## config.mk

```make
export PLATFORM = sky130hd
export DESIGN_NAME = lofp_queue
export DESIGN_NICKNAME = d
export VERILOG_FILES = /design/src/lofp_pkg.sv /design/src/lofp_queue.sv
export SDC_FILE = /design/constraint.sdc
export NUM_CORES = 1
export LEC_CHECK = 0
export BUFFER_PORTS_ARGS = -buffer_cell sky130_fd_sc_hd__clkbuf_2
export CAP_MARGIN = 40
export CORE_MARGIN = 2
export CORE_UTILIZATION = 40
export DETAILED_ROUTE_END_ITERATION = 10
export GPL_TIMING_DRIVEN = 0
export MAX_ROUTING_LAYER = met4
export SLEW_MARGIN = 20
export SYNTH_ARGS = -nofsm -noshare
export SYNTH_HDL_FRONTEND = slang
export SYNTH_SLANG_ARGS = --single-unit
```

## constraint.sdc

```tcl
create_clock -name clk -period 9.2 [get_ports clk]
set_clock_uncertainty 0.1 [all_clocks]
set_input_delay 0.92 -clock clk [delete_from_list [all_inputs] [get_ports clk]]
set_output_delay 0.92 -clock clk [all_outputs]
set_load 0.02 [all_outputs]
```

## src/lofp_pkg.sv

```systemverilog
// Package for the landmark/odometry pose fusion core: types, constants,
// the arctangent table and saturation helpers. Used by every module in src.
package lofp_pkg;

    localparam int CORDIC_ITERATIONS = 16;
    localparam int ITER_N = (CORDIC_ITERATIONS > 24) ? 24 : CORDIC_ITERATIONS;
    localparam int CNT_W  = 5;
    localparam int VW     = 54;   // CORDIC vector width
    localparam int ZW     = 36;   // Q30 angle accumulator width
    localparam int DW     = 34;   // rotated delta width
    localparam int HW     = 22;   // rounded heading difference width

    localparam logic signed [ZW-1:0] PI_Q30      = 36'sd3373259426;
    localparam logic signed [ZW-1:0] HALF_PI_Q30 = 36'sd1686629713;
    localparam logic signed [24:0]   GAIN_Q24    = 25'sd10188014;
    localparam logic [16:0]          WEIGHT_ONE  = 17'd65536;

    localparam logic [2:0] REG_ODOM_WEIGHT = 3'd0;
    localparam logic [2:0] REG_LANDMARK_X  = 3'd1;
    localparam logic [2:0] REG_LANDMARK_Y  = 3'd2;
    localparam logic [2:0] REG_REF_X       = 3'd3;
    localparam logic [2:0] REG_REF_Y       = 3'd4;
    localparam logic [2:0] REG_REF_HEADING = 3'd5;

    typedef logic signed [31:0] pos_t;
    typedef logic signed [19:0] ang_t;

    typedef struct packed {
        pos_t rx;
        pos_t ry;
        ang_t rh;
        logic lidar_valid;
        pos_t lx;
        pos_t ly;
    } item_t;

    typedef struct packed {
        pos_t ref_x;
        pos_t ref_y;
        ang_t ref_heading;
    } ref_cfg_t;

    typedef struct packed {
        logic [16:0] weight;
        pos_t        landmark_x;
        pos_t        landmark_y;
    } fuse_cfg_t;

    typedef struct packed {
        pos_t pose_x;
        pos_t pose_y;
        ang_t pose_heading;
    } pose_t;

    function automatic logic signed [ZW-1:0] atan_q30(input logic [CNT_W-1:0] i);
        logic signed [ZW-1:0] r;
        case (i)
            5'd0:    r = 36'sh03243F6A8;
            5'd1:    r = 36'sh01DAC6705;
            5'd2:    r = 36'sh00FADBAFC;
            5'd3:    r = 36'sh007F56EA6;
            5'd4:    r = 36'sh003FEAB76;
            5'd5:    r = 36'sh001FFD55B;
            5'd6:    r = 36'sh000FFFAAA;
            5'd7:    r = 36'sh0007FFF55;
            5'd8:    r = 36'sh0003FFFEA;
            5'd9:    r = 36'sh0001FFFFD;
            5'd10:   r = 36'sh0000FFFFF;
            5'd11:   r = 36'sh00007FFFF;
            5'd12:   r = 36'sh00003FFFF;
            5'd13:   r = 36'sh00001FFFF;
            5'd14:   r = 36'sh00000FFFF;
            5'd15:   r = 36'sh000007FFF;
            5'd16:   r = 36'sh000003FFF;
            5'd17:   r = 36'sh000001FFF;
            5'd18:   r = 36'sh000000FFF;
            5'd19:   r = 36'sh0000007FF;
            5'd20:   r = 36'sh0000003FF;
            5'd21:   r = 36'sh0000001FF;
            5'd22:   r = 36'sh0000000FF;
            5'd23:   r = 36'sh00000007F;
            default: r = '0;
        endcase
        return r;
    endfunction

    function automatic pos_t sat32(input logic signed [63:0] v);
        pos_t r;
        if (v > 64'sd2147483647)
            r = 32'sh7FFFFFFF;
        else if (v < -64'sd2147483648)
            r = 32'sh80000000;
        else
            r = v[31:0];
        return r;
    endfunction

    function automatic ang_t sat20(input logic signed [63:0] v);
        ang_t r;
        if (v > 64'sd524287)
            r = 20'sh7FFFF;
        else if (v < -64'sd524288)
            r = 20'sh80000;
        else
            r = v[19:0];
        return r;
    endfunction

endpackage

```

## src/lofp_queue.sv

```systemverilog
// Two-entry item queue between the front end and the fusion engine.
// Depends on lofp_pkg.
module lofp_queue (
    input  logic            clk,
    input  logic            rst_n,
    input  logic            wr_valid,
    output logic            wr_ready,
    input  lofp_pkg::item_t wr_item,
    output logic            rd_valid,
    input  logic            rd_pop,
    output lofp_pkg::item_t rd_item
);
    lofp_pkg::item_t entry_reg [2];
    logic       wr_ptr_reg;
    logic       rd_ptr_reg;
    logic [1:0] count_reg;
    logic       do_wr;
    logic       do_rd;

    assign wr_ready = (count_reg != 2'd2);
    assign rd_valid = (count_reg != 2'd0);
    assign rd_item  = entry_reg[rd_ptr_reg];
    assign do_wr    = wr_valid && wr_ready;
    assign do_rd    = rd_pop && rd_valid;

    always_ff @(posedge clk or negedge rst_n)
    begin
        if (!rst_n)
        begin
            wr_ptr_reg <= 1'b0;
            rd_ptr_reg <= 1'b0;
            count_reg  <= 2'd0;
        end
        else
        begin
            if (do_wr)
                wr_ptr_reg <= !wr_ptr_reg;
            if (do_rd)
                rd_ptr_reg <= !rd_ptr_reg;
            if (do_wr && !do_rd)
                count_reg <= count_reg + 2'd1;
            else if (do_rd && !do_wr)
                count_reg <= count_reg - 2'd1;
        end
    end

    always_ff @(posedge clk)
    begin
        if (do_wr)
            entry_reg[wr_ptr_reg] <= wr_item;
    end

endmodule

```

# ---- Word level (Yosys, flattened, before mapping)
# Memories as Yosys holds them, arrays and structs flattened.
# Index checks and enable logic that the tools add are counted.
dict set report word_totals {
  reg_bits 4
  latch_bits 0
  ramBits 298
  rom_bits 0
  inputBits 153
  output_inout_bits 151
  wordCells 21
  n_memories 1
}
# name depth width read_ports rd_clocked_by_memory_dff wr line_no
set memory_table {}
lappend memory_table {entry_reg 2 149 1 0 1 lofp_queue.sv:13} ;# lofp_pkg::item_t entry_reg [2];
dict set report classes {
  addsub 2
  n_mul 0
  div_mod_pow 0
  n_lt_le_gt_ge 0
  eq_ne 1
  shifts 0
  n_mux 4
  n_bitwise 0
  n_reduce_logical 10
}
# operator n
set op_table {}
lappend op_table {{logical AND 1 bit} 4}
lappend op_table {{zero test 1 bit} 4}
lappend op_table {{two-way mux 2 bit} 2}
lappend op_table {{nonzero test 2 bit} 2}
lappend op_table {{adder 2 x 1 -> 2 bit (second input constant)} 1}
lappend op_table {{two-way mux 1 bit} 2}
lappend op_table {{!= test 2 bit (second input constant)} 1}
lappend op_table {{subtractor 2 x 1 -> 2 bit (second input constant)} 1}

# ---- Longest topological paths before layout
dict set report depth {
  word_depth 6
  ltp_mapped 7
  ltp_nobuf 7
}

# ---- Least setup slack after synthesis
# OpenSTA, ideal clock, no wires.
dict set report synth_timing {
  kind {input -> register}
  from {input port wr_valid}
  to {memory entry_reg[0][0] in the netlist's numbering (enable)}
  setup_time_ns 0.660
  t_arrival_ns 7.202
  t_required_ns 8.440
  slack_ns 1.239
  path_stages 2
  path_buffers 0
  cell_sequence {nand2_1 > nor2_1}
}
dict set report synth_between {
  elab_chain_len 3
}
# element line_no
set synth_rtl {}
lappend synth_rtl {{from (decl)} lofp_queue.sv:6} ;# input logic wr_valid,
lappend synth_rtl {{logical AND 1 bit} lofp_queue.sv:23} ;# assign do_wr = wr_valid && wr_ready;
lappend synth_rtl {{two-way mux 1 bit} lofp_queue.sv:49} ;# if (do_wr)
lappend synth_rtl {{two-way mux 1 bit (not written as such)} lofp_queue.sv:50} ;# entry_reg[wr_ptr_reg] <= wr_item;
lappend synth_rtl {{to (decl)} lofp_queue.sv:13}
# Every way passes these cells.

==> reports/metrics.csv <==
stage,metric,value,unit
status,status,finished clean,
power_and_ir_drop,clock share of power,23.9,%
routing,drt first pass iters,4,
sta,period utilisation layout,31.8,%
floorplan,die area,29800,µm²
sta,relative slew slack,78.2,%
power_and_ir_drop,sw frac,31.9,%
setup_path,"Cell Chain, Critical Path","buf_6, buf_8, buf_6, mux2_4, clkbuf_2",
finish,Util after Layout,52.3,%
routing,# DRC,0,
finish,Largest register FFs,298,
setup_path,Crit Path Max Fanout,10,
global_route,global routing usage on met2,24.4,%
place,placed wire-length estimate,16.0,mm
routing,Final ANT Viol Nets,0,
logic_synthesis,"Primary FF master, synth",edfxtp_1,
setup_path,WP data arrival,1.90,ns
sta,RSZ-0062 raised after global routing,false,
logic_synthesis,average size of a mapped cell,23.6,µm²
clocking,hold_buf cts,0,
logic_synthesis,Synth top cells by count,"edfxtp_1, mux2_4, mux2_2",
job,max-cap violations,0,
clocking,CTS tree,done,
floorplan,Rows,61,
global_route,first-pass GRT wire length,33.6,mm
clocking,total CTS buffers,31,
finish,Finished Cell Area,14600,µm²
place,placed cell areas,13600,µm²
routing,via count,5710,
logic_synthesis,synthesized cell area,11400,µm²
logic_synthesis,"area leader, netlist",edfxtp_1,
logic_synthesis,Seq cells post-synth,302,
global_route,total grt overflow,0,
sta,Worst Tran Pin Value,0.326,ns
global_route,Tot GR Track Use,14.8,%
setup_path,CP Data Required Time,8.18,ns
floorplan,die width,173,µm
power_and_ir_drop,switching power,0.00157,W
logic_synthesis,"Async S/R FF share, synth",1.32,%
setup_path,CP max stage cell,dfrtp_1,
clocking,H-tree lvl count,1,
power_and_ir_drop,Reg power frac,39.5,%
global_route,initial antenna violation count,1,
setup_path,"Largest delay share family, worst path",buffers and inverters,
sta,final hold violation count,0,
power_and_ir_drop,Pwr Total,0.00493,W
finish,layout cells sized above 1,61.9,%
routing,final WL,22.2,mm
setup_path,WS Path Type,reg -> out,
logic_synthesis,"count leader, synth",edfxtp_1,
routing,WL per Instance,18.1,µm
logic_synthesis,Synth cell types,16,
global_route,GR Util met1,17.6,%
setup_path,startpoint types,register,
setup_path,most frequent CP cell,buf_6,
worst_hold_path,Hold WC Path Type,in -> async,
setup_path,cell depth of the worst setup path,5,
logic_synthesis,Area contributors post-synth,"edfxtp_1, mux2_4, mux2_2",
sta,Period minus WS final,2.92,ns
power_and_ir_drop,VDD IR max,221,µV
routing,vias per cell,4.64,
sta,final setup vio count,0,
sta,tightest hold margin,0.0652,ns
logic_synthesis,"EDFF count, synth",298,
setup_path,R2R depth,7,
setup_path,endpoint class of the critical path,primary output,
floorplan,# IOs,304,
clocking,Clock Tree Root,clkbuf_16,
setup_path,"slowest stage delay, CP",0.34,ns
clocking,Clock Pin Slew Worst Setup and Hold Paths,0.06,ns
routing,initial DRC count,299,
logic_synthesis,Synth top area share,78.8,%
finish,Nets,982,
clocking,# Post-CTS Setup Buffers,0,
global_route,vias in the first global route,6151,
sta,f_max,342,MHz
logic_synthesis,"Net Count, Synth",636,
clocking,TritonCTS Sinks,302,
clocking,Resize count post-CTS,0,
floorplan,initial core utilization,40.8,%
floorplan,die height,173,µm
power_and_ir_drop,combinational power share,36.6,%
power_and_ir_drop,Pwr per Cell Area,338,nW/µm²
sta,pins over their slew limit,0,
finish,area grow syn2layout,28.3,%
clocking,clk buf depth,3,
logic_synthesis,register area share after synthesis,79.7,%
logic_synthesis,Mapped Cells,482,
floorplan,Core ar.,27900,µm²
logic_synthesis,Yosys warning total,0,
place,Buffers on Ports,303,
clocking,clk_lat worst skew,0.55,ns
power_and_ir_drop,leak pwr,5.81,nW
global_route,largest net degree at the start of global routing,56,
setup_path,Crit path buffers/inverters,4,
sta,Setup TNS Final,0,ns
place,global placer's final weighted congestion,0.757,
global_route,gr busiest metal,met2,
global_route,routing usage on met3,4.51,%
power_and_ir_drop,internal power,0.00336,W
==> path summary, 6_finish.rpt <==
| check | startpoint | to | slack (ns) |
|---|---|---|---|
| max in group asynchronous | rst_n | count_reg[1] | 8.81 |
| min in group clk | count_reg[1] | count_reg[1] | 0.40 |
| worst max register to register | count_reg[0] | entry_reg[0][94] | 6.98 |
| worst min-delay path | rst_n | wr_ptr_reg | 0.07 |
| worst max-delay path | rd_ptr_reg | rd_item[84] | 6.28 |
| worst min register to register | count_reg[1] | count_reg[1] | 0.40 |
==> worst reg2reg max path, delay by kind of cell, from the launching register on <==
kind                   cells  cell delay [ns]
buffers and inverters      4             0.78
DFF                        1             0.40
and+or+nand+nor            3             0.64
==> power groups by stage <==
stage	sequential [W]	clock (W)	combinational, W
after floorplan	0.00203	0	0.00124
after global placement	0.00207	0	0.00172
after detailed placement	0.00198	0	0.00183
after CTS	0.00195	0.00122	0.00184
after global routing	0.00197	0.00127	0.00191
final	0.00195	0.00118	0.00180
==> layer usage <==
metal / wire [µm] / vias to the layer above
met5: 0 / -
met4: 522 / 0
met3: 1870 / 38
met2: 10900 / 225
met1: 8940 / 2822
li1: - / 2625
==> layout by cell type, fill, tap and decap left out <==
cell type   count
mux2_2         49
nor2_1          1
buf_6          11
mux2_4        100
clkinvlp_4      1
diode_2         1
buf_2           5
inv_6           1
clkbuf_1        4
clkbuf_16      31
nor2_4          1
ha_1            1
clkinv_1        7
bufinv_16       3
xnor2_1         3
nand2_1         2
clkbuf_2      303
buf_8           1
xor2_1          2
and3_4          1
buf_16          6
nand2b_1        1
buf_12          4
clkinv_2        9
or2_2           1
inv_1           1
edfxtp_1      298
dfrtp_1         4
==> area by class of cell <==
type	instances	area (µm²)
antenna	1	2.50
buffer	17	164
clock buffer	35	791
clock inverter	21	178
fill	2267	13300
inverter	1	3.75
multi-input combinational	162	2160
sequential	302	9050
tap	378	473
timing repair buffer	313	1760
==> cells by family after synthesis <==
group	after synthesis	synth area share (%)
XOR/XNOR	5	0.386
adder cells (fa/ha/maj)	1	0.110
buffers and inverters	18	1.48
flip-flops	302	79.7
multiplexers	149	18.1
AND/OR/NAND/NOR	7	0.298
==> per-stage QoR <==
step,setup slack (ns),std cells
2_1_floorplan,1.24,482
3_3_place_gp,-1.92,1163
3_5_place_dp,6.55,1173
4_1_cts,6.22,1229
5_1_grt,6.19,1230
6_report,6.28,1230
(Power assumes the default switching activity.)
