File: config.mk
export PLATFORM = sky130hd
export DESIGN_NAME = lofp_front
export DESIGN_NICKNAME = d
export VERILOG_FILES = /design/src/lofp_pkg.sv /design/src/lofp_front.sv
export SDC_FILE = /design/constraint.sdc
export NUM_CORES = 1
export LEC_CHECK = 0
export BUFFER_PORTS_ARGS = -buffer_cell sky130_fd_sc_hd__buf_2
export CAP_MARGIN = 20
export CORE_AREA = 2 2 152 154
export DETAILED_ROUTE_END_ITERATION = 10
export DIE_AREA = 0 0 154 156
export HOLD_SLACK_MARGIN = 0.08
export PLACE_DENSITY = 0.82
export RECOVER_POWER = 50
export SETUP_SLACK_MARGIN = 0.02
export SLEW_MARGIN = 40
export SYNTH_ARGS = -nofsm -noshare
export SYNTH_HDL_FRONTEND = slang
export SYNTH_SLANG_ARGS = --single-unit
File: constraint.sdc
create_clock -name clk -period 12.7 [get_ports clk]
set_clock_uncertainty 0.2 [all_clocks]
set_input_delay 2.54 -clock clk [delete_from_list [all_inputs] [get_ports clk]]
set_output_delay 2.54 -clock clk [all_outputs]
set_load 0.01 [all_outputs]
File: src/lofp_pkg.sv
// Package for the landmark/odometry pose fusion core: types, constants,
// the arctangent table and saturation helpers. Used by every module in src.
package lofp_pkg;

    localparam int CORDIC_ITERATIONS = 16;
    localparam int ITER_N = (CORDIC_ITERATIONS > 24) ? 24 : CORDIC_ITERATIONS;
    localparam int CNT_W  = 5;
    localparam int VW     = 54;   // CORDIC vector width
    localparam int ZW     = 36;   // Q30 angle accumulator width
    localparam int DW     = 34;   // rotated delta width
    localparam int HW     = 22;   // rounded heading difference width

    localparam logic signed [ZW-1:0] PI_Q30      = 36'sd3373259426;
    localparam logic signed [ZW-1:0] HALF_PI_Q30 = 36'sd1686629713;
    localparam logic signed [24:0]   GAIN_Q24    = 25'sd10188014;
    localparam logic [16:0]          WEIGHT_ONE  = 17'd65536;

    localparam logic [2:0] REG_ODOM_WEIGHT = 3'd0;
    localparam logic [2:0] REG_LANDMARK_X  = 3'd1;
    localparam logic [2:0] REG_LANDMARK_Y  = 3'd2;
    localparam logic [2:0] REG_REF_X       = 3'd3;
    localparam logic [2:0] REG_REF_Y       = 3'd4;
    localparam logic [2:0] REG_REF_HEADING = 3'd5;

    typedef logic signed [31:0] pos_t;
    typedef logic signed [19:0] ang_t;

    typedef struct packed {
        pos_t rx;
        pos_t ry;
        ang_t rh;
        logic lidar_valid;
        pos_t lx;
        pos_t ly;
    } item_t;

    typedef struct packed {
        pos_t ref_x;
        pos_t ref_y;
        ang_t ref_heading;
    } ref_cfg_t;

    typedef struct packed {
        logic [16:0] weight;
        pos_t        landmark_x;
        pos_t        landmark_y;
    } fuse_cfg_t;

    typedef struct packed {
        pos_t pose_x;
        pos_t pose_y;
        ang_t pose_heading;
    } pose_t;

    function automatic logic signed [ZW-1:0] atan_q30(input logic [CNT_W-1:0] i);
        logic signed [ZW-1:0] r;
        case (i)
            5'd0:    r = 36'sh03243F6A8;
            5'd1:    r = 36'sh01DAC6705;
            5'd2:    r = 36'sh00FADBAFC;
            5'd3:    r = 36'sh007F56EA6;
            5'd4:    r = 36'sh003FEAB76;
            5'd5:    r = 36'sh001FFD55B;
            5'd6:    r = 36'sh000FFFAAA;
            5'd7:    r = 36'sh0007FFF55;
            5'd8:    r = 36'sh0003FFFEA;
            5'd9:    r = 36'sh0001FFFFD;
            5'd10:   r = 36'sh0000FFFFF;
            5'd11:   r = 36'sh00007FFFF;
            5'd12:   r = 36'sh00003FFFF;
            5'd13:   r = 36'sh00001FFFF;
            5'd14:   r = 36'sh00000FFFF;
            5'd15:   r = 36'sh000007FFF;
            5'd16:   r = 36'sh000003FFF;
            5'd17:   r = 36'sh000001FFF;
            5'd18:   r = 36'sh000000FFF;
            5'd19:   r = 36'sh0000007FF;
            5'd20:   r = 36'sh0000003FF;
            5'd21:   r = 36'sh0000001FF;
            5'd22:   r = 36'sh0000000FF;
            5'd23:   r = 36'sh00000007F;
            default: r = '0;
        endcase
        return r;
    endfunction

    function automatic pos_t sat32(input logic signed [63:0] v);
        pos_t r;
        if (v > 64'sd2147483647)
            r = 32'sh7FFFFFFF;
        else if (v < -64'sd2147483648)
            r = 32'sh80000000;
        else
            r = v[31:0];
        return r;
    endfunction

    function automatic ang_t sat20(input logic signed [63:0] v);
        ang_t r;
        if (v > 64'sd524287)
            r = 20'sh7FFFF;
        else if (v < -64'sd524288)
            r = 20'sh80000;
        else
            r = v[19:0];
        return r;
    endfunction

endpackage

File: src/lofp_front.sv
// Front end: accepts input items, makes the odometry pose relative to the
// reference pose and holds the result for the queue. Depends on lofp_pkg.
module lofp_front (
    input  logic               clk,
    input  logic               rst_n,
    input  logic               in_valid,
    output logic               in_ready,
    input  logic [151:0]       in_data,
    input  logic               in_flag,
    input  lofp_pkg::ref_cfg_t ref_cfg,
    output logic               push_valid,
    input  logic               push_ready,
    output lofp_pkg::item_t    push_item
);
    logic             slot_valid_reg;
    lofp_pkg::item_t  slot_reg;
    lofp_pkg::item_t  item_next;
    logic signed [32:0] dx;
    logic signed [32:0] dy;
    logic signed [20:0] dh;

    assign in_ready   = !slot_valid_reg || push_ready;
    assign push_valid = slot_valid_reg;
    assign push_item  = slot_reg;

    always_comb
    begin
        dx = 33'(signed'(in_data[31:0])) - 33'(ref_cfg.ref_x);
        dy = 33'(signed'(in_data[63:32])) - 33'(ref_cfg.ref_y);
        dh = 21'(signed'(in_data[83:64])) - 21'(ref_cfg.ref_heading);
        item_next.rx          = lofp_pkg::sat32(64'(dx));
        item_next.ry          = lofp_pkg::sat32(64'(dy));
        item_next.rh          = lofp_pkg::sat20(64'(dh));
        item_next.lidar_valid = in_flag;
        item_next.lx          = in_data[115:84];
        item_next.ly          = in_data[147:116];
    end

    always_ff @(posedge clk or negedge rst_n)
    begin
        if (!rst_n)
            slot_valid_reg <= 1'b0;
        else if (in_valid && in_ready)
            slot_valid_reg <= 1'b1;
        else if (push_ready)
            slot_valid_reg <= 1'b0;
    end

    always_ff @(posedge clk)
    begin
        if (in_valid && in_ready)
            slot_reg <= item_next;
    end

endmodule

### Word level (Yosys, flattened, before mapping)

Cells that the tools add are included.

* input bits: 241
* flip-flop bits (word level): 150

* $add $sub $neg: 3
* $lt $le $gt $ge: 6
* multiplexer cells: 5
* reductions and logical operators: 4

Operators by type and width (number)
* 33-bit by 32-bit greater-than comparator with 1-bit output (second input constant): 2
* 33-bit by 32-bit less-than comparator with 1-bit output (second input constant): 2
* 32-bit by 32-bit subtractor with 33-bit output: 2
* 32-bit 2-to-1 mux: 2
* 21-bit by 20-bit greater-than comparator with 1-bit output (second input constant): 1
* 21-bit by 20-bit less-than comparator with 1-bit output (second input constant): 1
* 20-bit by 20-bit subtractor with 21-bit output: 1
* 20-bit 2-to-1 mux: 1
* 1-bit 2-to-1 mux: 2
* 2-bit nonzero test: 1
* 1-bit logical AND: 1
* 1-bit zero test: 1
* 1-bit logical OR: 1

### Logic depth before layout (Yosys ltp)

Gate-level depths: netlist of the first run.

* depth after elaboration: 4
* gate-level depth with buffers: 14
* gate-level depth less buffers: 13

### Least setup slack after synthesis of the first run

No wires, ideal clock.

* kind: input to register
* from: input push_ready
* to: register slot_reg, in the netlist push_item[0], enable pin
* cell stages on the path: 2
* path slack: 5.801 ns
* required time: 11.973 ns
* arrival: 6.172 ns
* setup time: 0.527 ns
* buffers on the path: 0
* cells stage by stage: nand2b_1 and2_1

* word-level cells in the longest chain between the ends: 2

RTL lines
* start, declared: RTL line lofp_front.sv:12 `input logic push_ready,`
* 1-bit logical OR: RTL line lofp_front.sv:22 `assign in_ready = !slot_valid_reg || push_ready;`
* 1-bit logical AND: RTL line lofp_front.sv:51 `if (in_valid && in_ready)`
* end signal, assigned: RTL line lofp_front.sv:52 `slot_reg <= item_next;`
* end, declared: RTL line lofp_front.sv:16 `lofp_pkg::item_t slot_reg;`

Every way passes these cells.
A chain may end at the register's enable or synchronous reset.

### Worst setup path after layout of the first run

* from: input push_ready
* to: register slot_reg, in the netlist push_item[83], enable pin

Same word-level chain as after synthesis.

==> run_results.csv, run 1 <==
group,metric,value,unit
floorplanning,dieArea,24000,µm²
critical_path,r2r-end,"push_item[83]",
critical_path,reg2reg_slack,8.24,ns
logic_synthesis,synthAdderAreaFrac,0.125,
logic_synthesis,synthesis.nets,1250,
routing,dr.first_iter.drc_count,477,
cts,post_cts_buffers,0,
timing,maxSlewViolCount,39,
cts,clk_pin_slew,0.07,ns
logic_synthesis,synth-compound-area-share,0.205,
cts,cts_made_buffers,17,
critical_path,cpPeakStageDelay,1.66,ns
global_route,grt_pass1_wl,42.2,mm
min_path,min_path_cells,2,
critical_path,slowest_stage,"clkbuf_1",
logic_synthesis,synthSimpleGateAreaFrac,0.0955,
logic_synthesis,synth.area.mux_share,0.00319,
logic_synthesis,postSynth.asyncResetShare,0.00667,
critical_path,path_cells,"buf_2, nand2b_1, and2_0, clkbuf_1, clkbuf_1",
cts,root_buffer,"clkbuf_16",
cells_and_area,nets,1638,
placement,gp_congestion,0.897,
logic_synthesis,postSynthAreaPerCell,10.6,µm²
power,power_density,128,nW/µm²
floorplanning,dieHeight,156,µm
critical_path,crit_path_max_fanout,38,
status,violations,"max-capacitance violations, max-slew violations",
logic_synthesis,yosysWarnings,0,
global_route,overflow,0,
critical_path,worstPathArrival,6.10,ns
routing,routed_wl,27.9,mm
timing,fmax,159,MHz
critical_path,worstRegToRegCells,4,
cts,clock_sinks,150,
min_path,hold_end,"push_valid",
logic_synthesis,synth_xor_area_frac,0.0599,
cts,htree_levels,4,
placement,portBuffers,387,
critical_path,crit_top_cell,"clkbuf_1",
critical_path,crit_family,"buffers and inverters",
logic_synthesis,synth-edff-count,149,
critical_path,end_kind,"flip-flop",
timing,setup_viol,0,
floorplanning,core_area,22400,µm²
critical_path,path_buf_inv,3,
status,status,"complete, but fails checks",
routing,num_vias,8562,
cts,worstSkewPairLatency,0.42,ns
cells_and_area,drive_gt1_frac,0.279,
placement,dp_hpwl,21.8,mm
routing,first_pass_iters,5,
floorplanning,start_util,0.438,
logic_synthesis,syn_area,9800,µm²
critical_path,regToRegStartpoint,"push_valid",
global_route,antenna_found_initial,8,
critical_path,cp-start-kind,"input pin",
global_route,grt_pass1_vias,8336,
timing,worstMarginPinSlew,2.25,ns
cts,cts_buffer_depth,2,
global_route,grt_max_degree,79,
timing,holdWs,0.382,ns
cts,post_cts_resized,0,
timing,rsz0062_at_grt,"no",
flow_run,maxCapViolCount,2,
logic_synthesis,synth_top_family_by_area,"compound AO/OA/AOI/OAI gates",
logic_synthesis,seq_area_frac_synth,0.459,
power,vdd_drop_max,0.0787,mV
cells_and_area,fillers,2006,
timing,max_slew_margin,-0.503,
cts,cts_tree,"built",
timing,fin_setup_tns,0,ns
min_path,hold_class,"reg -> reg",
timing,hold_violations,0,
floorplanning,ios,392,
timing,final.period_utilization,0.494,
logic_synthesis,synth_cells,922,
power,p_leak,5.60,nW
floorplanning,die_w,154,µm
routing,drc_errors,0,
cts,cts_hold_buf,0,
timing,period_needed,6.27,ns
critical_path,required,12.52,ns
logic_synthesis,synthFlopType,"edfxtp_1",
critical_path,path_class,"in -> reg",
cells_and_area,synthToLayoutAreaGrowth,27.7,%
floorplanning,rows,55,
routing,ant_nets,0,
routing,via_per_inst,5.30,
logic_synthesis,ys_ff_latch,150,
global_route,track_usage,0.223,
min_path,hold_start,"push_valid",
routing,wire_per_inst,17.3,µm
logic_synthesis,synth.distinct_cells,80,
## where the power goes
group	total (mW)	internal, mW	switching, mW
Clock	0.524	0.283	0.241
Combinational	0.448	0.183	0.265
Sequential	0.632	0.619	0.0128
Total	1.60	1.09	0.519
## worst register-to-register path, delay by kind of cell (launching register included)
family	cells	cell delay, ns
DFF	1	0.39
and+or+nand+nor	2	0.61
buffers and inverters	2	2.86
## cell usage in the layout, fill, tap and decap left out, drive strengths merged, types with 7 or more instances in the layout
cell type / count
nand2: 48
maj3: 11
a31o: 7
buf: 296
edfxtp: 149
o31ai: 12
o21a: 14
xor2: 30
xnor2: 37
o21ai: 52
nor2b: 11
ha: 84
a21o: 39
and3: 8
nand3: 13
and2: 8
nand4: 10
nor2: 29
a21oi: 121
diode: 8
nand2b: 19
inv: 111
clkbuf: 111
o21bai: 8
a31oi: 14
## per-layer routing
layer  share of wire  track usage  wire length (µm)  vias to the layer above
li1                -            -                 -                     4200
met1            0.40        0.266             11300                     3973
met2            0.51        0.386             14100                      328
met3           0.060       0.0486              1660                       59
met4           0.031        0.105               855                        2
met5         0.00047            0                13                        -
## area by class of cell
type	count	area (µm²)	area share
Clock inverter	15	188	0.0150
Timing Repair Buffer	390	1840	0.147
Antenna cell	8	20.0	0.00160
Tap cell	285	357	0.0285
Sequential cell	150	4500	0.359
Inverter	105	394	0.0315
Multi-Input combinational cell	646	4790	0.383
Clock buffer	17	425	0.0340
## cell usage after synthesis (10+ instances only)
library cell,instances,share of area
nor2b_1,11,0.0070
nand3_1,12,0.0061
o21ai_0,48,0.025
clkbuf_1,12,0.0046
nand2b_1,19,0.012
a31oi_1,14,0.0089
nor2_1,26,0.010
xnor2_1,37,0.033
xor2_1,30,0.027
a21oi_1,112,0.057
maj3_1,11,0.011
inv_1,105,0.040
ha_1,84,0.11
o21a_1,14,0.011
a21o_1,38,0.029
nand2_1,45,0.017
o31ai_1,12,0.0092
edfxtp_1,149,0.46
nand4_1,10,0.0064
## worst max-delay path by stage
| stage | startpoint | endpoint | slack, ns | cells after the start |
|---|---|---|---|---|
| after floorplan | push_ready | push_item[0] | 5.80 | 2 |
| final | push_ready | push_item[83] | 6.43 | 5 |
| after global placement | in_data[64] | push_item[80] | 6.50 | 14 |
| after global routing | push_ready | push_item[83] | 6.20 | 5 |
| after CTS | in_data[64] | push_item[80] | 6.83 | 14 |
| after detailed placement | in_data[64] | push_item[80] | 6.39 | 14 |
## state kept, by name, summed over array words and instances (netlist names)
signal      flops
push_item     149
push_valid      1
## metrics by stage
stage	std cells	instance area (µm²)	power, mW	worst slack [ns]	utilization
2_1_floorplan	922	9800	0.947	5.80	-
3_3_place_gp	1574	12000	1.08	6.50	0.536
3_5_place_dp	1576	12000	1.09	6.39	0.538
4_1_cts	1608	12600	1.63	6.83	0.565
5_1_grt	1612	12500	1.68	6.20	0.559
6_report	1616	12500	1.60	6.43	0.560
## kinds of logic after synthesis
logic type | Yosys count
buffers and inverters | 126
flip-flops | 150
AO/OA/AOI/OAI | 307
XOR/XNOR | 67
AND/OR/NAND/NOR | 171
adder cells (fa/ha/maj) | 98
multiplexers | 3
Note: power is estimated with default switching activity, not from simulation.
==> inputs of run 2 (changes only) <==
Settings changed: ABC_AREA from default to 1, CORE_AREA 2 2 152 154 to default, CORE_MARGIN from default to 2, CORE_UTILIZATION from default to 46, DIE_AREA 0 0 154 156 to default, PLACE_DENSITY 0.82 to 0.87.
Clock period 12.7 ns to 5.5 ns, I/O delays scaled along.
==> run 2 against run 1 <==
  * The flow still finishes with violations (max-capacitance violations, max-slew violations)
  * Sequential power grew 130%
  * Flip-flop and latch count is the same
  * First-iteration DRC count grew 17%
  * Setup slack lost 4.8 ns
  * Combinational power grew to 2.7 times the previous value
  * Wire length grew 17%
  * Critical path depth grew 11
  * Power grew 140%
  * Clock power grew 120%
  * Largest power group unchanged
==> run_results.csv, run 2 <==
group,metric,value,unit
floorplanning,dieArea,25100,µm²
critical_path,worstPathArrival,3.78,ns
logic_synthesis,yosysWarnings,0,
flow_run,maxCapViolCount,2,
cells_and_area,largest_reg_flops,149,
timing,hold_violations,0,
floorplanning,dieHeight,158,µm
routing,wire_per_inst,15.1,µm
cells_and_area,fin_util,0.588,
cts,htree_levels,4,
critical_path,cpPeakStageDelay,0.43,ns
logic_synthesis,seq_area_frac_synth,0.410,
status,status,"complete, but fails checks",
power,swShare,0.351,
global_route,antenna_found_initial,3,
power,p_leak,7.40,nW
floorplanning,rows,56,
logic_synthesis,synth_xor_area_frac,0.0407,
cts,post_cts_resized,0,
global_route,overflow,0,
cts,clk_pin_slew,0.07,ns
cts,worstSkewPairLatency,0.42,ns
critical_path,slowest_stage,"fa_1",
logic_synthesis,synth_top_family_by_area,"simple AND/OR/NAND/NOR gates",
logic_synthesis,synth.most_common_cell,"nand2_1",
status,violations,"max-capacitance violations, max-slew violations",
timing,max_slew_margin,-0.960,
cells_and_area,stdcell_area,13800,µm²
routing,first_pass_iters,5,
global_route,grt_pass1_wl,48.9,mm
power,p_sw,1.34,mW
logic_synthesis,synthSimpleGateAreaFrac,0.273,
logic_synthesis,syn_area,11000,µm²
timing,setup_viol,0,
critical_path,path_cells,"buf_2, inv_1, ha_1, fa_1, nand3b_1, nand2_1, a21oi_1, o21ai_2, nand2_1, nand2_1, nand3_1, o21ai_0, nand2_1, nand3_1, buf_4, nand2_1",
logic_synthesis,postSynthAreaPerCell,7.61,µm²
cts,post_cts_buffers,0,
logic_synthesis,synthFlopType,"edfxtp_1",
power,vdd_drop_max,0.206,mV
timing,final.period_utilization,0.697,
cells_and_area,layout_commonest_cell,"nand2_1",
logic_synthesis,synthAdderAreaFrac,0.101,
timing,fmax,261,MHz
critical_path,end_kind,"flip-flop",
power,seq_power_share,0.386,
logic_synthesis,synth.area.mux_share,0,
timing,fin_setup_tns,0,ns
cts,cts_buffer_depth,2,
routing,via_per_inst,4.87,
cts,root_buffer,"clkbuf_16",
critical_path,crit_family,"simple AND/OR/NAND/NOR gates",
global_route,track_usage,0.254,
logic_synthesis,synth_top_area_cell,"edfxtp_1",
logic_synthesis,synth-compound-area-share,0.0773,
cells_and_area,nets,2164,
critical_path,path_buf_inv,3,
cells_and_area,final_cell_mix,"nand2_1 (504), buf_2 (378), inv_1 (253)",
routing,ant_nets,0,
floorplanning,core_area,23500,µm²
placement,post-place-ws,1.16,ns
logic_synthesis,synthTopCellsByArea,"edfxtp_1 (41%), nand2_1 (17%), ha_1 (9.6%)",
critical_path,crit_top_cell,"nand2_1",
min_path,hold_class,"in -> async",
floorplanning,die_w,158,µm
power,clockPowerShare,0.299,
logic_synthesis,synth_cells,1442,
timing,period_needed,3.84,ns
cts,cts_hold_buf,0,
placement,placed_area,13200,µm²
critical_path,required,5.45,ns
power,power_density,277,nW/µm²
timing,maxSlewViolCount,151,
placement,dp_hpwl,27.9,mm
cts,clock_sinks,150,
logic_synthesis,synth.distinct_cells,43,
timing,setup_slack,1.66,ns
cts,cts_made_buffers,17,
timing,worstMarginPinSlew,2.94,ns
timing,holdWs,0.238,ns
floorplanning,start_util,0.468,
critical_path,crit_path_max_fanout,28,
cells_and_area,synthToLayoutAreaGrowth,25.7,%
power,p_int,2.48,mW
routing,num_vias,10600,
placement,portBuffers,387,
logic_synthesis,ys_ff_latch,150,
critical_path,path_class,"in -> reg",
placement,gp_congestion,1.01,
logic_synthesis,yosys-top-cells-count,"nand2_1 (505), inv_1 (253), edfxtp_1 (149), nor2_1 (103), ha_1 (84)",
routing,dr.first_iter.drc_count,560,
cells_and_area,drive_gt1_frac,0.236,
global_route,grt_pass1_vias,9634,
floorplanning,ios,392,
logic_synthesis,synth_top_area_frac,0.408,
routing,drc_errors,0,
logic_synthesis,synth-edff-count,149,
global_route,grt_max_degree,95,
critical_path,cp-start-kind,"input pin",
routing,routed_wl,32.7,mm
timing,rsz0062_at_grt,"no",
logic_synthesis,postSynth.asyncResetShare,0.00667,
cts,cts_tree,"built",
power,power_frac_comb,0.315,
logic_synthesis,synthesis.nets,1770,
run 2: cell types whose count changed after synthesis, moves of 29 or more:
cell | previous run | this run
nand2_1 | 45 | 505
inv_1 | 105 | 253
nor2_1 | 26 | 103
nand3_1 | 12 | 70
a21o_1 | 38 | 4
a21oi_1 | 112 | 83
run 2: kinds of logic (layout without fill, tap and decap cells):
family | count (synthesis) | in the layout
flops | 150 | 150
simple gates | 734 | 734
fa+ha+maj | 87 | 87
other cells | 0 | 2
buf+inv | 270 | 677
compound gates | 150 | 150
xor+xnor | 51 | 51
run 2: power by group through the flow:
stage          Sequential [mW]  Clock [mW]  Combinational, mW
5_1_grt                   1.49        1.21               1.36
2_1_floorplan             1.57           0              0.735
4_1_cts                   1.47        1.16               1.21
3_5_place_dp              1.50           0               1.20
3_3_place_gp              1.49           0               1.18
6_report                  1.48        1.14               1.20
run 2: routing by layer:
metal	vias up	wire [µm]	GRT usage
li1	5426	-	-
met1	4728	13400	0.312
met2	356	16400	0.451
met3	50	1940	0.0384
met4	2	996	0.0935
met5	-	16	0
run 2: worst paths after layout:
kind / start / end / slack, ns / cells past startpoint
worst max-delay path: in_data[0] / push_item[121] / 1.66 / 16
worst min-delay path: rst_n / push_valid / 0.24 / 1
worst max register to register: push_valid / push_item[112] / 2.11 / 2
worst min register to register: push_valid / push_valid / 0.32 / 2
max in group asynchronous: rst_n / push_valid / 4.78 / 1
min in group clk: push_valid / push_valid / 0.32 / 2
run 2: cell type report:
class / instances / area (µm²)
Clock inverter: 15 / 161
Tap cell: 319 / 399
Inverter: 254 / 953
Clock buffer: 17 / 425
Fill cell: 2211 / 9670
Timing Repair Buffer: 391 / 1950
Antenna cell: 2 / 5.00
Multi-Input combinational cell: 1022 / 5410
Sequential cell: 150 / 4500
run 2: through the flow:
| step | power (mW) | instances |
|---|---|---|
| floorplan | 2.30 | 1442 |
| global placement | 2.67 | 2136 |
| detailed placement | 2.70 | 2136 |
| CTS | 3.84 | 2168 |
| global route | 4.06 | 2169 |
| finish | 3.82 | 2170 |
==> inputs of run 3 (changes only) <==
Clock period 5.5 ns to 3.2 ns, I/O delays scaled along.
==> run 3 against run 2 <==
  * Final area rose by 12%
  * The run now ends clean
  * Critical path type unchanged
  * Final cell count increased by 6.5%
  * Global-route usage increased by 0.99 points
  * Core utilization up 6.9 points
==> run_results.csv, run 3 (synthesis results as in run 2) <==
group,metric,value,unit
status,status,"complete, no violations",
cells_and_area,fin_util,0.657,
routing,wire_per_inst,15.2,µm
floorplanning,core_area,23500,µm²
critical_path,cp-endpoint,"push_item[110]",
floorplanning,start_util,0.468,
floorplanning,rows,56,
critical_path,slowest_stage,"fa_2",
cells_and_area,drive_gt1_frac,0.322,
cells_and_area,nets,2304,
critical_path,worstPathArrival,3.09,ns
global_route,overflow,0,
cts,worstSkewPairLatency,0.43,ns
cells_and_area,multi_input_area,5950,µm²
critical_path,path_buf_inv,4,
global_route,track_usage,0.264,
routing,via_per_inst,4.93,
timing,hold_violations,0,
critical_path,crit_top_cell,"nand2_4",
floorplanning,die_w,158,µm
cells_and_area,fillers,1927,
min_path,hold_class,"in -> reg",
power,seq_power_share,0.352,
power,swShare,0.352,
global_route,grt_pass1_wl,51.6,mm
placement,gp_congestion,0.936,
routing,drc_errors,0,
power,p_int,4.66,mW
routing,routed_wl,35.0,mm
routing,dr.first_iter.drc_count,633,
global_route,grt_max_degree,77,
critical_path,crit_path_max_fanout,7,
critical_path,path_cells,"buf_6, ha_4, fa_2, inv_2, nand2_2, nand2_4, nand3_4, nand2_4, nand2_4, nand2_4, nand2_1, nand2_1, nand2_1, nor2_2, nand3_1, nor2_2, nand3_2, nand2_2, clkinvlp_4, buf_12, nand2_4, nand2_1",
floorplanning,ios,392,
critical_path,crit_family,"simple AND/OR/NAND/NOR gates",
critical_path,cpPeakStageDelay,0.37,ns
critical_path,regToRegStartpoint,"push_valid",
critical_path,crit_start,"ref_cfg[20]",
power,p_leak,8.02,nW
cts,cts_buffer_depth,2,
timing,max_slew_margin,0.325,
critical_path,end_kind,"flip-flop",
power,p_sw,2.53,mW
timing,final.period_utilization,0.976,
routing,first_pass_iters,5,
placement,portBuffers,387,
timing,rsz0062_at_grt,"yes",
cts,cts_tree,"built",
critical_path,worstSetupPathDepth,22,
cells_and_area,layout_commonest_cell,"nand2_1",
critical_path,r2r-end,"push_item[71]",
critical_path,reg2reg_slack,0.65,ns
cells_and_area,final_cell_mix,"nand2_1 (453), buf_2 (328), inv_1 (246)",
power,vdd_drop_max,0.299,mV
timing,period_needed,3.12,ns
placement,dp_hpwl,28.6,mm
cts,root_buffer,"clkbuf_16",
cts,clock_sinks,150,
critical_path,cp-start-kind,"input pin",
critical_path,path_class,"in -> reg",
power,power_density,467,nW/µm²
routing,ant_nets,0,
global_route,grt_pass1_vias,10500,
floorplanning,dieArea,25100,µm²
power,finalPower,7.19,mW
power,power_frac_comb,0.358,
critical_path,worstRegToRegCells,2,
cells_and_area,synthToLayoutAreaGrowth,40.5,%
routing,num_vias,11400,
cts,clk_pin_slew,0.08,ns
timing,maxSlewViolCount,0,
cts,htree_levels,4,
timing,setup_viol,0,
cts,cts_made_buffers,17,
critical_path,required,3.17,ns
timing,fmax,320,MHz
floorplanning,dieHeight,158,µm
timing,worstMarginPinSlew,1.01,ns
cells_and_area,largest_reg_flops,149,
flow_run,maxCapViolCount,0,
cells_and_area,seqCellArea,4500,µm²
global_route,antenna_found_initial,3,
power,clockPowerShare,0.290,
[run 3: cell count changes in the layout (fill, tap and decap cells not counted), moves of 14 or more]
cell	before	now
buf_2	378	328
buf_4	2	136
clkbuf_1	10	57
ha_1	84	67
nand2_1	504	453
nand2_2	4	49
nor2_1	103	89
[run 3: power groups by stage]
stage               sequential, mW  combinational, mW  clock, mW
global route                  2.56               2.84       2.19
finish                        2.54               2.58       2.08
floorplan                     2.69               1.26          0
global placement              2.57               2.29          0
detailed placement            2.57               2.36          0
CTS                           2.53               2.38       2.11
[run 3: how the worst min path moves through the flow]
stage | end | start | cells past startpoint
2_1_floorplan | push_valid | rst_n | 0
3_5_place_dp | push_valid | rst_n | 1
4_1_cts | push_item[59] | in_data[111] | 1
3_3_place_gp | push_valid | rst_n | 1
6_report | push_item[59] | in_data[111] | 1
5_1_grt | push_item[1] | in_data[117] | 1
[run 3: routing by layer]
| metal | vias to the layer above | routed length [µm] | GRT usage |
|---|---|---|---|
| met5 | - | 13 | 0 |
| met4 | 2 | 1600 | 0.142 |
| met3 | 97 | 2170 | 0.0389 |
| met2 | 440 | 17200 | 0.449 |
| met1 | 5140 | 14000 | 0.323 |
| li1 | 5709 | - | - |
[run 3: timing repair]
item,CTS,global route
pin swaps,0,37
buffers inserted,0,4
endpoints found under the hold margin,1,0
gates resized for setup,1,132
gates cloned,0,3
setup endpoints to repair,26,62
hold buffers,1,0
[run 3: cell type report]
cell class,instances,area share
multi-input cells,1025,0.386
flip-flops and latches,150,0.292
repair buffers,528,0.192
inverters,254,0.0630
clock buffers,17,0.0276
well taps,319,0.0259
clock inverters,15,0.0133
diodes,3,0.000487
[run 3: stage by stage]
step           worst slack (ns)  setup TNS [ns]  hold slack [ns]  std cells  area, µm²
3_3_place_gp             -0.376          -16.71            0.216       2268      14300
3_5_place_dp             -0.457          -21.21            0.221       2268      14300
4_1_cts                  0.0508               0            0.172       2301      14900
2_1_floorplan            -0.543          -80.90            0.144       1442      11000
5_1_grt                 -0.0747           -1.35            0.171       2310      15400
6_report                 0.0766               0            0.178       2311      15400
